===== config.mk =====
export PLATFORM = sky130hd
export DESIGN_NAME = lcss_cfg_regs
export DESIGN_NICKNAME = d
export VERILOG_FILES = /design/src/rtl/loop_current_sensor_scaler_unit_defines.svh /design/src/rtl/lcss_pkg.sv /design/src/rtl/lcss_cfg_regs.sv
export SDC_FILE = /design/constraint.sdc
export NUM_CORES = 1
export LEC_CHECK = 0
export ABC_AREA = 0
export BUFFER_PORTS_ARGS = -buffer_cell sky130_fd_sc_hd__buf_4
export CAP_MARGIN = 0
export CORE_ASPECT_RATIO = 2
export CORE_MARGIN = 4
export CORE_UTILIZATION = 34
export DETAILED_ROUTE_END_ITERATION = 6
export GPL_TIMING_DRIVEN = 0
export SLEW_MARGIN = 20
export SYNTH_ARGS = -nofsm -noshare
export SYNTH_HDL_FRONTEND = slang
export SYNTH_SLANG_ARGS = --single-unit

===== constraint.sdc =====
create_clock -name clk -period 1.1 [get_ports clk]
set_input_delay 0 -clock clk [delete_from_list [all_inputs] [get_ports clk]]
set_output_delay 0 -clock clk [all_outputs]
set_load 0.05 [all_outputs]

===== src/rtl/loop_current_sensor_scaler_unit_defines.svh =====
// assertion helpers used by lcss_datapath
`ifndef LOOP_CURRENT_SENSOR_SCALER_UNIT_DEFINES_SVH
`define LOOP_CURRENT_SENSOR_SCALER_UNIT_DEFINES_SVH

// same-cycle implication, sampled on clk, off while rst_n is low
`define LCSS_ASSERT_IMPLY(label, ante, cons, msg) \
  label: assert property (@(posedge clk) disable iff (!rst_n) (ante) |-> (cons)) \
    else $error(msg);

// next-cycle implication, sampled on clk, off while rst_n is low
`define LCSS_ASSERT_NEXT(label, ante, cons, msg) \
  label: assert property (@(posedge clk) disable iff (!rst_n) (ante) |=> (cons)) \
    else $error(msg);

`endif


===== src/rtl/lcss_pkg.sv =====
package lcss_pkg;

  // field widths
  localparam int ADC_W    = 23;
  localparam int STAT_W   = 2;
  localparam int SCALED_W = 32;

  // configuration port
  localparam int CFG_AW = 5;
  localparam int CFG_DW = 32;
  localparam int REG_IW = 3;

  // register indexes
  localparam logic [REG_IW-1:0] REG_INPUT_MODE  = 3'd0;
  localparam logic [REG_IW-1:0] REG_LOOP_GAIN   = 3'd1;
  localparam logic [REG_IW-1:0] REG_FIELD_GAIN  = 3'd2;
  localparam logic [REG_IW-1:0] REG_RANGE_LOW   = 3'd3;
  localparam logic [REG_IW-1:0] REG_RANGE_HIGH  = 3'd4;
  localparam logic [REG_IW-1:0] REG_TRIM_GAIN   = 3'd5;
  localparam logic [REG_IW-1:0] REG_TRIM_OFFSET = 3'd6;

  // register reset values
  localparam logic [15:0]        RST_LOOP_GAIN  = 16'd437;
  localparam logic [19:0]        RST_FIELD_GAIN = 20'd218453;
  localparam logic signed [31:0] RST_RANGE_LOW  = 32'sd0;
  localparam logic signed [31:0] RST_RANGE_HIGH = 32'sd10000;
  localparam logic [19:0]        RST_TRIM_GAIN  = 20'd65536;
  localparam logic signed [31:0] RST_TRIM_OFF   = 32'sd0;

  typedef logic [STAT_W-1:0] status_t;

  // status codes
  localparam status_t ST_OK    = 2'd0;
  localparam status_t ST_OPEN  = 2'd1;
  localparam status_t ST_UNDER = 2'd2;
  localparam status_t ST_OVER  = 2'd3;

  // configuration seen by the datapath
  typedef struct packed {
    logic               input_mode;
    logic [15:0]        loop_gain_q16;
    logic [19:0]        field_gain_q16;
    logic signed [31:0] range_low;
    logic signed [31:0] range_high;
    logic [19:0]        trim_gain_q16;
    logic signed [31:0] trim_offset;
  } cfg_t;

endpackage


===== src/rtl/lcss_cfg_regs.sv =====
module lcss_cfg_regs import lcss_pkg::*; (
  input  logic              clk,
  input  logic              rst_n,
  input  logic              psel,
  input  logic              penable,
  input  logic              pwrite,
  input  logic [CFG_AW-1:0] paddr,
  input  logic [CFG_DW-1:0] pwdata,
  output logic [CFG_DW-1:0] prdata,
  output logic              pready,
  output cfg_t              cfg
);

  cfg_t              cfg_r;
  logic              wr_en;
  logic [REG_IW-1:0] reg_idx;

  assign pready  = 1'b1;
  assign wr_en   = psel && penable && pwrite && pready;
  assign reg_idx = paddr[CFG_AW-1:2];
  assign cfg     = cfg_r;

  // register writes
  always_ff @(posedge clk) begin
    if (!rst_n) begin
      cfg_r.input_mode     <= 1'b0;
      cfg_r.loop_gain_q16  <= RST_LOOP_GAIN;
      cfg_r.field_gain_q16 <= RST_FIELD_GAIN;
      cfg_r.range_low      <= RST_RANGE_LOW;
      cfg_r.range_high     <= RST_RANGE_HIGH;
      cfg_r.trim_gain_q16  <= RST_TRIM_GAIN;
      cfg_r.trim_offset    <= RST_TRIM_OFF;
    end else if (wr_en) begin
      unique case (reg_idx)
        REG_INPUT_MODE:  cfg_r.input_mode     <= pwdata[0];
        REG_LOOP_GAIN:   cfg_r.loop_gain_q16  <= pwdata[15:0];
        REG_FIELD_GAIN:  cfg_r.field_gain_q16 <= pwdata[19:0];
        REG_RANGE_LOW:   cfg_r.range_low      <= $signed(pwdata);
        REG_RANGE_HIGH:  cfg_r.range_high     <= $signed(pwdata);
        REG_TRIM_GAIN:   cfg_r.trim_gain_q16  <= pwdata[19:0];
        REG_TRIM_OFFSET: cfg_r.trim_offset    <= $signed(pwdata);
        default: ;
      endcase
    end
  end

  // read back
  always_comb begin
    unique case (reg_idx)
      REG_INPUT_MODE:  prdata = {31'd0, cfg_r.input_mode};
      REG_LOOP_GAIN:   prdata = {16'd0, cfg_r.loop_gain_q16};
      REG_FIELD_GAIN:  prdata = {12'd0, cfg_r.field_gain_q16};
      REG_RANGE_LOW:   prdata = cfg_r.range_low;
      REG_RANGE_HIGH:  prdata = cfg_r.range_high;
      REG_TRIM_GAIN:   prdata = {12'd0, cfg_r.trim_gain_q16};
      REG_TRIM_OFFSET: prdata = cfg_r.trim_offset;
      default:         prdata = '0;
    endcase
  end

endmodule


==> summary.md, run 1 <==
| Metric | Value |
|---|---|
| Fmax | 0.5979 GHz |
| Die Area | 0.02282 sq mm |
| Met2 capacity usage during global routing | 49.54% |
| CP Max Fanout | 2 |
| Clk Latency, worst-skew pair | 0.43 ns |
| Combinational cell fraction of total power | 13.9% |
| Sequential share of the synthesized area | 44.29% |
| Status | finished with violations |
| Slew headroom | 49.59% |
| Vias/cell | 5.156 |
| Synth unique cells | 36 |
| ANT cells | 0 |
| Hpwl dp | 21690 um |
| Total track usage | 26.58% |
| Initial Util | 34.73% |
| Routed wire length | 30240 um |
| Pre-Repair DR Iteration Count | 7 |
| Final Setup Violations | 32 |
| Slack of the critical path | -0.5724 ns |
| Max-cap violations | 0 |
| Die Ht | 209.7 um |
| I/O Pins | 228 |
| Synthesized area | 0.006915 sq mm |
| CTS tree | done |
| Sw Share | 27.81% |
| FP Rows | 73 |
| RSZ-0062 raised after global routing | yes |
| Antenna Nets Post-Route | 0 |
| Failing checks | setup timing |
| Die width | 108.8 um |
| Placer congestion estimate | 0.8239 |
| Residual DRC | 0 |
| Clock network power share | 42.9% |
| Sw Pwr | 3.599 mW |
| Post-synth EDFFs | 0 |
| Vias in the first global route | 7185 |
| Wire per inst | 23.19 um |
| Met1 usage | 27.47% |
| Layout area overhead | 65.84% |
| Vias | 6724 |
| DR iter-0 viols | 290 |
| Max IR drop VDD | 0.7976 mV |
| Port Buffers | 221 |
| Post-Place Worst Slack | -0.5672 ns |
| Sequential power share | 43.2% |
| Longest Clk Path Bufs | 2 |
| H-tree Lvls | 4 |
| Core ar. | 0.01991 sq mm |
| NumNets Final | 1072 |
| Clock tree sinks | 153 |
| Fin util | 57.60% |
| Final period util | 152.0% |
| Initial antenna violation count | 0 |
| Largest net degree at the start of global routing | 17 |
| CP startpoint kind | flip-flop |
| Worst-margin pin slew | 0.7562 ns |
| Critical Path RT | 1.10 ns |
| Leak | 4.859 nW |
| WP data arrival | 1.67 ns |
| Worst Setup Path Type | flip-flop to primary output |
| Int Pwr | 9.340 mW |
| Root Driver | clkbuf_16 |
| R2r setup slk | 0.28 ns |
| Met3 capacity usage during global routing | 5.417% |
| Clk_skew | 0 ns |
| Period minus WS final | 1.672 ns |
| Gate count after technology mapping | 711 |
| Yosys warns | 0 |
| Hold WC Path Type | input pin to flip-flop |
| Synth async-reset ratio | 0% |
| Critical path endpoint category | primary output |
| GRT overflow | 0 |
| First-pass GRT wire length | 44460 um |
| Number of flip-flops in the largest register | 153 |
| Setup TNS | -8.915 ns |
| PD cells | 1128 mW/mm^2 |
| Syn_nets | 753 |
| Slew Viols, Final | 0 |
| Layout cell share with drive strength beyond 1 | 54.22% |
| Synth Flop Type | dfxtp_1 |
| Flops & latches, synth | 153 |
| Final hold violation count | 0 |
| Clock slew at reported path FFs | 0.06 ns |
| Number of buffers created by CTS | 17 |
| Global routing's busiest layer | met2 |
| Hold Slack | 0.04405 ns |
| Post-Syn Area per Cell | 9.726 sq um |
==> worst max-delay path, cell delays in order, from the launching register on <==
cell     delay [ns]
dfxtp_4        0.34
mux4_2         0.45
mux2_4         0.30
buf_8          0.16
==> repair_timing <==
| item | CTS | global route |
|---|---|---|
| pin swaps | 20 | 4 |
| setup endpoints to repair | 69 | 132 |
| gates resized for setup | 101 | 75 |
| hold buffers | 32 | 0 |
| setup buffers | 45 | 3 |
| hold endpoints to repair | 147 | 0 |
==> metal layers <==
metal | routed length (um) | vias to the layer above | share of wire, %
met3 | 1668 | 65 | 5.5
met4 | 1253 | 0 | 4.1
met1 | 10590 | 3276 | 35
met5 | 0 | - | 0
li1 | - | 3130 | -
met2 | 16730 | 253 | 55
==> cell usage in the layout (no fill, tap or decap), drive strengths merged, types with 2 or more instances in the layout <==
cell / netlist / routed
buf: 33 / 301
nand2: 168 / 168
mux2i: 166 / 166
dfxtp: 153 / 153
clkbuf: 26 / 47
dlygate4sd3: 0 / 32
mux2: 23 / 23
nor2b: 19 / 19
o21ai: 15 / 15
inv: 12 / 14
o2bb2ai: 13 / 13
o211ai: 11 / 11
a22oi: 10 / 10
a21oi: 9 / 9
a221oi: 9 / 9
o311ai: 8 / 8
nor2: 8 / 8
a2bb2oi: 6 / 6
clkinv: 0 / 5
a22o: 3 / 3
a221o: 3 / 3
clkinvlp: 0 / 3
nand2b: 3 / 3
o31ai: 2 / 2
==> final cells by class <==
| class | instances | area, sq um |
|---|---|---|
| repair buffers | 301 | 2599 |
| inverters | 12 | 45.04 |
| fillers | 1830 | 8443 |
| flip-flops and latches | 153 | 3277 |
| multi-input cells | 487 | 4238 |
| well taps | 262 | 327.8 |
| clock buffers | 21 | 483.0 |
| clock inverters | 10 | 66.31 |
| plain buffers | 58 | 432.9 |
==> worst paths after layout <==
path | endpoint | cells past startpoint | startpoint
max reg2reg | cfg[152] | 3 | cfg[152]
min | cfg[152] | 4 | penable
max | prdata[0] | 3 | cfg[152]
min reg2reg | cfg[39] | 2 | cfg[39]
==> through the flow <==
stage                     std cells  area [sq um]  power, mW
after global placement         1194          9590      7.249
after CTS                      1302         11210      12.98
after detailed placement       1194          9590      7.251
after floorplan                 711          7604      6.663
final                          1304         11470      12.94
after global routing           1304         11470      13.29
==> kinds of logic after synthesis <==
| logic type | Yosys count | synth area share [%] |
|---|---|---|
| DFF | 153 | 44.29 |
| buffers and inverters | 71 | 5.066 |
| muxes | 190 | 28.10 |
| other | 1 | 0.05423 |
| AOI/OAI and AO/OA | 90 | 9.734 |
| and+or+nand+nor | 206 | 12.76 |
==> cell usage after synthesis, drive strengths merged (9+ instances only) <==
cell type	count	area, sq um
o2bb2ai	13	113.9
nor2b	19	118.9
a221oi	9	78.83
mux2i	166	1662
inv	12	45.04
a22oi	10	75.07
mux2	23	259.0
clkbuf	26	97.59
buf	33	207.7
a21oi	9	45.04
nand2	168	630.6
dfxtp	153	3063
o211ai	11	82.58
o21ai	15	75.07
==> power groups by stage <==
| stage | registers [mW] | clock network [mW] | logic, mW |
|---|---|---|---|
| after detailed placement | 5.71 | 0 | 1.54 |
| after global placement | 5.71 | 0 | 1.54 |
| after global routing | 5.59 | 5.82 | 1.89 |
| final | 5.58 | 5.55 | 1.80 |
| after floorplan | 5.85 | 0 | 0.812 |
| after CTS | 5.58 | 5.63 | 1.77 |
No activity file was read; power rests on OpenSTA's default activity.
==> run 2, diff against run 1 <==
--- a/config.mk
+++ b/config.mk
@@ -10,9 +10,10 @@
 export CAP_MARGIN = 0
 export CORE_ASPECT_RATIO = 2
 export CORE_MARGIN = 4
-export CORE_UTILIZATION = 34
+export CORE_UTILIZATION = 46
 export DETAILED_ROUTE_END_ITERATION = 6
 export GPL_TIMING_DRIVEN = 0
+export PLACE_DENSITY = 0.77
 export SLEW_MARGIN = 20
 export SYNTH_ARGS = -nofsm -noshare
 export SYNTH_HDL_FRONTEND = slang
==> summary.md, run 2 (same netlist as run 1, synthesis figures left out) <==
| Metric | Value |
|---|---|
| RSZ-0062 raised after global routing | yes |
| Leak | 4.962 nW |
| Wire per inst | 23.75 um |
| CP Max Fanout | 2 |
| Max IR drop VDD | 1.161 mV |
| Number of buffers created by CTS | 17 |
| GRT overflow | 0 |
| Dpl cell area | 0.009507 sq mm |
| Inst Count DP | 1127 |
| Power Total | 13.60 mW |
| Pre-Repair DR Iteration Count | 5 |
| Period minus WS final | 1.660 ns |
| Clock slew at reported path FFs | 0.06 ns |
| CTS tree | done |
| Slack of the critical path | -0.5595 ns |
| Routed wire length | 29650 um |
| Max incr delay on CP | 0.44 ns |
| Vias | 7199 |
| Crit-path cells | mux4_2 -> mux2_4 -> buf_8 |
| Setup TNS | -9.138 ns |
| Die width | 94.70 um |
| Failing checks | setup timing |
| Core ar. | 0.01482 sq mm |
| Initial Util | 46.66% |
| Commonest non-fill, non-tap cells in the layout | 229 x buf_4, 168 x nand2_1, 154 x mux2i_1 |
| Fmax | 0.6026 GHz |
| Antenna Nets Post-Route | 0 |
| Worst Setup Path Type | flip-flop to primary output |
| Clock tree sinks | 153 |
| First-pass GRT wire length | 42140 um |
| Post-Place Worst Slack | -0.5381 ns |
| Critical Path RT | 1.10 ns |
| Final Instance Area | 0.01157 sq mm |
| Fin util | 78.09% |
| CP startpoint kind | flip-flop |
| PD cells | 1176 mW/mm^2 |
| FP Rows | 63 |
| Layout area overhead | 67.34% |
| Total track usage | 32.91% |
| Non-filler instance count after layout | 1248 |
| Hold Slack | 0.05657 ns |
| I/O Pins | 228 |
| Longest Clk Path Bufs | 2 |
| Initial antenna violation count | 0 |
| NumNets Final | 1082 |
| Die Ht | 181.4 um |
| Clk Latency, worst-skew pair | 0.43 ns |
| Slew Viols, Final | 0 |
| ANT cells | 0 |
| Root Driver | clkbuf_16 |
| Final Setup Violations | 35 |
| Final hold violation count | 0 |
| Residual DRC | 0 |
| H-tree Lvls | 4 |
| Number of flip-flops in the largest register | 153 |
| Status | finished with violations |
| Critical path endpoint category | primary output |
| Commonest non-fill, non-tap cell in the layout | buf_4 |
| Slew headroom | 36.64% |
| Slowest cell on crit path | mux4_2 |
| Vias/cell | 5.768 |
| # fillers | 948 |
| WP data arrival | 1.66 ns |
| Layout cell share with drive strength beyond 1 | 54.04% |
| Worst-margin pin slew | 0.9505 ns |
| Clk_skew | 0 ns |
| Final period util | 150.9% |
| R2r setup slk | 0.26 ns |
| Largest net degree at the start of global routing | 17 |
| Die Area | 0.01718 sq mm |
| Placer congestion estimate | 0.8959 |
| DR iter-0 viols | 414 |
| Hold WC Path Type | input pin to flip-flop |
| Port Buffers | 221 |
| Hpwl dp | 19680 um |
| Vias in the first global route | 7401 |
| Max-cap violations | 0 |
-- run 2: changes by cell type in the layout (fill, tap and decap cells not counted), sizes merged --
| cell | delta |
|---|---|
| buf | +9 |
| bufinv | +3 |
| clkbuf | -2 |
| clkinv | -2 |
| clkinvlp | -1 |
| inv | +4 |
-- run 2: final cells by class --
cell class	instances	area [sq um]	share of cell area, %
inverter	12	45.04	0.3892
clock inverter	14	183.9	1.589
multi-input combinational	487	4263	36.84
clock buffer	18	439.2	3.795
timing repair buffer	310	2674	23.11
sequential	153	3278	28.33
tap	195	244.0	2.108
buffer	59	445.4	3.849
-- run 2: where the power goes --
group          switching, mW  internal [mW]
combinational           1.14          0.683
sequential            0.0453           5.53
clock                   2.51           3.69
total                   3.70           9.90
-- run 2: critical path: cells and delay by family (launching register included) --
| kind | cells | cell delay (ns) |
|---|---|---|
| mux | 2 | 0.74 |
| flops | 1 | 0.34 |
| buf+inv | 1 | 0.15 |
-- run 2: what timing repair did --
action	4_1_cts	5_1_grt
buffers inserted	51	7
pin swaps	23	8
hold buffers	32	0
setup endpoints to repair	69	108
resized for setup	97	82
hold endpoints to repair	140	0
-- run 2: worst paths after layout --
kind,startpoint,endpoint,cells after the start
max,cfg[116],prdata[0],3
min,penable,cfg[152],4
max reg2reg,cfg[25],cfg[25],3
min reg2reg,cfg[38],cfg[38],2
-- run 2: layer usage --
metal | global-route usage (%) | wire [um] | vias up | share of wire (%)
met5 | 0 | 0 | - | 0
met4 | 22.09 | 2136 | 0 | 7.2
met3 | 8.085 | 2094 | 133 | 7.1
met2 | 58.14 | 15870 | 434 | 54
met1 | 32.91 | 9547 | 3468 | 32
li1 | - | - | 3164 | -
